===== src/sv/dssc_pkg.sv =====
// Package for the digit string split counter.
// Shared constants, controller state type and the command/status structs.
// No dependencies.
package dssc_pkg;

	localparam int MAX_DIGITS_DEF = 10;

	localparam int BOUND_W = 31;
	localparam int COUNT_W = 30;
	localparam int DIGIT_W = 4;
	localparam int PROD_W  = BOUND_W + DIGIT_W;

	localparam logic [COUNT_W-1:0] WAY_MODULUS       = 30'd1000000007;
	localparam logic [BOUND_W-1:0] UPPER_BOUND_RESET = 31'd1000000000;
	localparam logic [BOUND_W-1:0] BOUND_ALL_ONES    = 31'h7FFF_FFFF;
	localparam logic [DIGIT_W-1:0] DIGIT_MAX         = 4'd9;

	typedef enum logic [1:0] {
		ST_IDLE,
		ST_WALK,
		ST_COMMIT
	} dssc_state_t;

	// controller -> datapath
	typedef struct packed {
		logic load;    // request accepted: shift digit in, start a walk
		logic step;    // one window entry
		logic commit;  // push count into history, post result on last
	} dssc_cmd_t;

	// datapath -> controller
	typedef struct packed {
		logic walk_done;
		logic last;
		logic out_busy;
	} dssc_sts_t;

endpackage


===== src/sv/dssc_ctrl.sv =====
// Controller for the digit string split counter.
// Sequences load, window walk and commit; depends on dssc_pkg.
module dssc_ctrl (
	input  logic                clk,
	input  logic                arst_n,
	input  logic                in_valid,
	output logic                in_ready,
	input  dssc_pkg::dssc_sts_t sts,
	output dssc_pkg::dssc_cmd_t cmd
);
	import dssc_pkg::*;

	dssc_state_t state_q, state_d;

	always_ff @(posedge clk or negedge arst_n) begin
		if (!arst_n) begin
			state_q <= ST_IDLE;
		end else begin
			state_q <= state_d;
		end
	end

	always_comb begin
		state_d    = state_q;
		in_ready   = 1'b0;
		cmd.load   = 1'b0;
		cmd.step   = 1'b0;
		cmd.commit = 1'b0;
		case (state_q)
			ST_IDLE: begin
				in_ready = 1'b1;
				if (in_valid) begin
					cmd.load = 1'b1;
					state_d  = ST_WALK;
				end
			end
			ST_WALK: begin
				cmd.step = 1'b1;
				if (sts.walk_done) begin
					state_d = ST_COMMIT;
				end
			end
			ST_COMMIT: begin
				// a final count waits until the output register is free
				if (!(sts.last && sts.out_busy)) begin
					cmd.commit = 1'b1;
					state_d    = ST_IDLE;
				end
			end
			default: begin
				state_d = ST_IDLE;
			end
		endcase
	end

endmodule


===== src/sv/dssc_dp.sv =====
// Datapath for the digit string split counter: digit window, count history,
// value/weight walk, modular sum and output register. Depends on dssc_pkg.
module dssc_dp #(
	parameter int MAX_DIGITS = dssc_pkg::MAX_DIGITS_DEF
) (
	input  logic                          clk,
	input  logic                          arst_n,
	input  dssc_pkg::dssc_cmd_t           cmd,
	output dssc_pkg::dssc_sts_t           sts,
	input  logic [dssc_pkg::DIGIT_W-1:0]  digit,
	input  logic                          last_digit,
	input  logic                          cfg_we,
	input  logic [dssc_pkg::BOUND_W-1:0]  cfg_wdata,
	output logic                          out_valid,
	input  logic                          out_ready,
	output logic [dssc_pkg::COUNT_W-1:0]  way_count
);
	import dssc_pkg::*;

	localparam int IDX_W  = (MAX_DIGITS > 1) ? $clog2(MAX_DIGITS) : 1;
	localparam int SEEN_W = $clog2(MAX_DIGITS + 1);

	logic [DIGIT_W-1:0] dig_q [MAX_DIGITS];
	logic [COUNT_W-1:0] pfx_q [MAX_DIGITS];
	logic [SEEN_W-1:0]  seen_q;
	logic [IDX_W-1:0]   idx_q;
	logic [BOUND_W-1:0] val_q;
	logic [BOUND_W-1:0] wgt_q;
	logic               wbig_q;
	logic [COUNT_W-1:0] sum_q;
	logic               last_q;
	logic [BOUND_W-1:0] bound_q;
	logic [COUNT_W-1:0] way_q;
	logic               out_valid_q;

	logic [DIGIT_W-1:0] digit_sat;
	logic [DIGIT_W-1:0] lead;
	logic [PROD_W:0]    val_new;
	logic [PROD_W-1:0]  wgt_x10;
	logic               over;
	logic               at_end;
	logic [COUNT_W:0]   sum_raw;
	logic [COUNT_W-1:0] sum_add;

	assign digit_sat = (digit > DIGIT_MAX) ? DIGIT_MAX : digit;
	assign lead      = dig_q[idx_q];

	// exact weight is kept while it fits 31 bits; beyond that any nonzero
	// lead digit already exceeds the bound
	assign val_new = (PROD_W+1)'(val_q) + (PROD_W+1)'(PROD_W'(lead) * PROD_W'(wgt_q));
	assign wgt_x10 = PROD_W'({wgt_q, 3'b000}) + PROD_W'({wgt_q, 1'b0});
	assign over    = wbig_q ? (lead != '0) : (val_new > (PROD_W+1)'(bound_q));
	assign at_end  = (SEEN_W'(idx_q) == (seen_q - SEEN_W'(1)));

	assign sum_raw = (COUNT_W+1)'(sum_q) + (COUNT_W+1)'(pfx_q[idx_q]);
	assign sum_add = (sum_raw >= (COUNT_W+1)'(WAY_MODULUS)) ?
		COUNT_W'(sum_raw - (COUNT_W+1)'(WAY_MODULUS)) : COUNT_W'(sum_raw);

	assign sts.walk_done = over || at_end;
	assign sts.last      = last_q;
	assign sts.out_busy  = out_valid_q && !out_ready;

	assign out_valid = out_valid_q;
	assign way_count = way_q;

	always_ff @(posedge clk or negedge arst_n) begin
		if (!arst_n) begin
			bound_q <= UPPER_BOUND_RESET;
		end else if (cfg_we) begin
			bound_q <= cfg_wdata;
		end
	end

	// digit window, newest at index 0
	always_ff @(posedge clk) begin
		if (cmd.load) begin
			dig_q[0] <= digit_sat;
			for (int k = 1; k < MAX_DIGITS; k++) begin
				dig_q[k] <= dig_q[k-1];
			end
		end
	end

	// count history; only index 0 must hold f(0) at the start of a string
	always_ff @(posedge clk or negedge arst_n) begin
		if (!arst_n) begin
			pfx_q[0] <= COUNT_W'(1);
			for (int k = 1; k < MAX_DIGITS; k++) begin
				pfx_q[k] <= '0;
			end
		end else if (cmd.commit) begin
			pfx_q[0] <= last_q ? COUNT_W'(1) : sum_q;
			for (int k = 1; k < MAX_DIGITS; k++) begin
				pfx_q[k] <= pfx_q[k-1];
			end
		end
	end

	always_ff @(posedge clk or negedge arst_n) begin
		if (!arst_n) begin
			seen_q      <= '0;
			out_valid_q <= 1'b0;
		end else begin
			if (cmd.load && (seen_q < SEEN_W'(MAX_DIGITS))) begin
				seen_q <= seen_q + SEEN_W'(1);
			end else if (cmd.commit && last_q) begin
				seen_q <= '0;
			end
			if (cmd.commit && last_q) begin
				out_valid_q <= 1'b1;
			end else if (out_ready) begin
				out_valid_q <= 1'b0;
			end
		end
	end

	always_ff @(posedge clk) begin
		if (cmd.load) begin
			last_q <= last_digit;
			idx_q  <= '0;
			val_q  <= '0;
			wgt_q  <= BOUND_W'(1);
			wbig_q <= 1'b0;
			sum_q  <= '0;
		end else if (cmd.step && !over) begin
			idx_q <= idx_q + IDX_W'(1);
			if (!wbig_q) begin
				val_q <= val_new[BOUND_W-1:0];
			end
			if (lead != '0) begin
				sum_q <= sum_add;
			end
			if (wgt_x10 > PROD_W'(BOUND_ALL_ONES)) begin
				wbig_q <= 1'b1;
			end else begin
				wgt_q <= wgt_x10[BOUND_W-1:0];
			end
		end
	end

	always_ff @(posedge clk) begin
		if (cmd.commit && last_q) begin
			way_q <= sum_q;
		end
	end

endmodule


===== src/sv/digit_string_split_counter.sv =====
// Channel  Signals                         Direction  Notes
// input    in_valid/in_ready, digit,        in         one digit per request
//          last_digit
// output   out_valid/out_ready, way_count   out        one count per string
// config   cfg_we, cfg_wdata                in         upper_bound, no wait
//
// A request passes through load, a walk of L window entries (1 .. MAX_DIGITS)
// on the shared value/sum unit, and commit.
// The walk stops early once the built value exceeds upper_bound.
// Reset clears the string state at once; upper_bound returns to 1000000000.
// A pending count does not block new digits; only a further final digit waits
// in commit while the output register still holds an untaken count.
// Top level of the digit string split counter; depends on dssc_pkg,
// dssc_ctrl and dssc_dp.
module digit_string_split_counter #(
	parameter int MAX_DIGITS = dssc_pkg::MAX_DIGITS_DEF
) (
	input  logic                          clk,
	input  logic                          arst_n,
	input  logic                          in_valid,
	output logic                          in_ready,
	input  logic [dssc_pkg::DIGIT_W-1:0]  digit,
	input  logic                          last_digit,
	output logic                          out_valid,
	input  logic                          out_ready,
	output logic [dssc_pkg::COUNT_W-1:0]  way_count,
	input  logic                          cfg_we,
	input  logic [dssc_pkg::BOUND_W-1:0]  cfg_wdata
);
	import dssc_pkg::*;

	dssc_cmd_t cmd;
	dssc_sts_t sts;

	dssc_ctrl u_ctrl (
		.clk      (clk),
		.arst_n   (arst_n),
		.in_valid (in_valid),
		.in_ready (in_ready),
		.sts      (sts),
		.cmd      (cmd)
	);

	dssc_dp #(
		.MAX_DIGITS (MAX_DIGITS)
	) u_dp (
		.clk        (clk),
		.arst_n     (arst_n),
		.cmd        (cmd),
		.sts        (sts),
		.digit      (digit),
		.last_digit (last_digit),
		.cfg_we     (cfg_we),
		.cfg_wdata  (cfg_wdata),
		.out_valid  (out_valid),
		.out_ready  (out_ready),
		.way_count  (way_count)
	);

endmodule


===== config.mk =====
export PLATFORM = sky130hd
export DESIGN_NAME = digit_string_split_counter
export DESIGN_NICKNAME = d
export VERILOG_FILES = /design/src/sv/dssc_pkg.sv /design/src/sv/dssc_ctrl.sv /design/src/sv/dssc_dp.sv /design/src/sv/digit_string_split_counter.sv
export SDC_FILE = /design/constraint.sdc
export NUM_CORES = 1
export LEC_CHECK = 0
export BUFFER_PORTS_ARGS = -buffer_cell sky130_fd_sc_hd__buf_2
export CORE_MARGIN = 2
export CORE_UTILIZATION = 55
export DETAILED_ROUTE_END_ITERATION = 10
export GPL_TIMING_DRIVEN = 0
export PLACE_DENSITY = 0.75
export SYNTH_ARGS = -nofsm -noshare
export SYNTH_HDL_FRONTEND = slang
export SYNTH_SLANG_ARGS = --single-unit

===== constraint.sdc =====
create_clock -name clk -period 11.6 [get_ports clk]
set_clock_uncertainty 0.1 [all_clocks]
set_input_delay 1.74 -clock clk [delete_from_list [all_inputs] [get_ports clk]]
set_output_delay 1.74 -clock clk [all_outputs]
set_load 0.02 [all_outputs]

==> impl_metrics.py <==
metrics = {
    "synthesis": {
        "avgSynthCellArea_sq_um": 9.25,
        "synth_flop_cell": "dfrtp_1",
        "yosysTopAreaCell": "dfrtp_1",
        "yosys.area_share.simple_pct": 20.0,
        "synth_nets": 3623,
        "yosys-top-cells-count": "nand2_1 (963), dfrtp_1 (324), inv_1 (161), nor2_1 (153), ha_1 (140)",
        "synthMuxAreaShare_pct": 8.79,
        "async_flop_share_pct": 66.3,
        "synth-compound-area-share_pct": 11.9,
        "syn_area_sq_um": 31000,
        "synth_xor_area_share_pct": 2.78,
        "seq_area_frac_synth_pct": 40.7,
        "synth_area_leaders": "dfrtp_1 (26%), nand2_1 (12%), edfxtp_1 (6.9%)",
        "netlist_instances": 3352,
        "synth_edf_count": 71,
        "synth_warnings": 0,
        "synth_seq_cells": 510,
        "synth_cell_types": 96,
        "synth_top_cell_area_share_pct": 26.1,
        "synth.most_common_cell": "nand2_1",
        "synth_fa_ha_area_share_pct": 11.5,
        "synth_top_family_by_area": "simple AND/OR/NAND/NOR gates",
    },
    "place": {
        "io_buffer_count": 71,
        "hpwl_mm": 61.0,
        "place_area_sq_um": 32500,
        "gp_congestion": 0.953,
    },
    "worst_hold_path": {
        "hold_start": "u_dp.dig_q[6][0]$_DFFE_PP_",
        "hp-class": "reg -> reg",
    },
    "grt": {
        "grt_pass1_wl_mm": 134,
        "grt_max_degree": 117,
        "grtUsageTotal_pct": 29.5,
        "overflow": 0,
        "grt_pass1_vias": 24286,
        "antenna_found_initial": 1,
    },
    "timing": {
        "report.final.slew_viol_count": 0,
        "min_period_ns": 10.28,
        "hold_viol_final": 0,
        "finalCritPeriodShare_pct": 88.6,
        "tns_ns": 0,
        "fmax_mhz": 97.3,
        "grt_setup_unrepaired": "false",
        "setup_viol": 0,
        "tightest_slew_ns": 1.15,
        "relSlewSlack_pct": 23.1,
    },
    "pwr": {
        "p_leak_nw": 16.7,
        "switching_power_mw": 4.96,
        "clock_power_share_pct": 17.8,
        "seqPwrFrac_pct": 28.2,
        "p_per_area_nw_per_um2": 311,
        "ir_drop_uv": 168,
        "power.internal_mw": 5.73,
        "swShare_pct": 46.4,
        "total_power_mw": 10.7,
        "comb_power_share_pct": 54.0,
    },
    "drt": {
        "wirelength_mm": 84.6,
        "first_iter_violations": 2336,
        "num_vias": 25107,
        "drc": 0,
        "wl_per_cell_um": 19.7,
        "antenna_left": 0,
        "routed_via_density": 5.86,
        "drtPass1Iterations": 5,
    },
    "die": {
        "fp.dieH_um": 241,
        "core_sq_um": 56100,
        "die_area_sq_um": 58300,
        "rows": 87,
        "start_util_pct": 55.3,
        "die_w_um": 241,
        "io_pins": 73,
    },
    "finish": {
        "stdcell_area_sq_um": 34500,
        "multiInputGateArea_sq_um": 17000,
        "diodes": 0,
        "seqCellArea_sq_um": 12600,
        "drive_above_1_share_pct": 9.46,
        "area_delta_synth_final_pct": 11.1,
        "nets": 3756,
        "nFillCells": 4686,
    },
    "clock_tree": {
        "cts_buffer_depth": 3,
        "htreeDepth": 2,
        "tritoncts": "built",
        "cts_sinks": 510,
        "path_clk_slew_ns": 0.07,
        "hold_buffers": 0,
        "cts_setup_buffers": 0,
        "cts_resized": 0,
        "cts-buffers-inserted": 55,
        "cts_root_buf": "clkbuf_16",
        "clock_latency_ns": 0.64,
    },
    "job": {
        "drv_cap": 0,
    },
    "critical_path": {
        "crit_buf_inv": 5,
        "cp_max_fo": 10,
        "arrival_ns": 10.66,
        "cp.required_ns": 11.98,
        "slowest_stage": "a21oi_1",
        "end_kind": "flop",
        "crit_family": "compound AO/OA/AOI/OAI gates",
        "cp-start-kind": "flop",
        "worstSetupPathType": "reg -> reg",
        "cpPeakStageDelay_ns": 0.65,
        "crit_top_cell": "a21oi_1",
    },
    "outcome": {
        "status": "finished, final reports clean",
    },
}
## cell usage in the layout (no fill, tap or decap), drive strengths merged, types with 90 or more instances in the layout
master / count
ha: 140
buf: 119
fa: 90
o21ai: 118
and2: 106
mux2i: 116
nor2: 155
nand2: 963
dfxtp: 101
a21oi: 135
inv: 166
clkbuf: 207
dfrtp: 324
## power by group through the flow
| stage | Sequential, mW | Clock (mW) | Combinational [mW] |
|---|---|---|---|
| 2_1_floorplan | 2.80 | 0 | 4.20 |
| 3_3_place_gp | 3.00 | 0 | 5.53 |
| 3_5_place_dp | 3.00 | 0 | 5.66 |
| 4_1_cts | 2.99 | 1.93 | 5.71 |
| 5_1_grt | 3.07 | 2.00 | 6.36 |
| 6_report | 3.01 | 1.91 | 5.78 |
## layout make-up
class	instances	area share, %
Inverter	162	1.77
Clock buffer	77	4.70
Multi-Input combinational cell	2507	49.5
Buffer	173	2.16
Timing Repair Buffer	76	1.44
Tap cell	756	2.75
Sequential cell	510	36.7
Clock inverter	27	1.06
## worst paths after layout
| check | slack (ns) | cells past startpoint | endpoint |
|---|---|---|---|
| max in group asynchronous | 9.30 | 3 | u_dp.pfx_q[297]$_DFFE_PN0P_ |
| setup reg to reg | 1.32 | 36 | u_dp.wgt_q[13]$_SDFFE_PP0P_ |
| setup / recovery | 1.32 | 36 | u_dp.wgt_q[13]$_SDFFE_PP0P_ |
| hold reg to reg | 0.34 | 0 | u_dp.dig_q[7][0]$_DFFE_PP_ |
| min in group asynchronous | 1.07 | 2 | u_dp.out_valid$_DFFE_PN0P_ |
| hold / removal | 0.34 | 0 | u_dp.dig_q[7][0]$_DFFE_PP_ |
## per-layer routing
metal	wire, um	global-route usage [%]
met5	13	0
met4	2590	9.63
met3	7130	6.32
met2	38100	45.9
met1	36800	41.2
## stage by stage
step	utilization, %	worst slack (ns)	std cells	hold WS [ns]
6_report	61.5	1.32	4288	0.339
3_5_place_dp	57.9	1.44	4184	0.327
4_1_cts	61.5	1.43	4288	0.340
3_3_place_gp	57.7	1.47	4179	0.323
2_1_floorplan	-	3.18	3352	0.321
5_1_grt	61.5	0.864	4288	0.348
## cell families after synthesis
logic type               count (synthesis)
buffers and inverters                  335
AND/OR/NAND/NOR                       1443
AO/OA/AOI/OAI                          551
adder cells (fa/ha/maj)                230
flip-flops                             510
XOR/XNOR                                96
multiplexers                           187
## registers in the layout (all words and copies together), names as in the netlist, named ones only
register / count
u_ctrl.state_q: 2
u_dp.bound_q: 31
u_dp.dig_q: 40
u_dp.idx_q: 4
u_dp.last_q: 1
u_dp.out_valid: 1
u_dp.pfx_q: 300
u_dp.seen_q: 4
u_dp.sum_q: 30
u_dp.val_q: 31
u_dp.way_count: 30
u_dp.wbig_q: 1
u_dp.wgt_q: 31
Note: power is estimated with default switching activity, not from simulation.
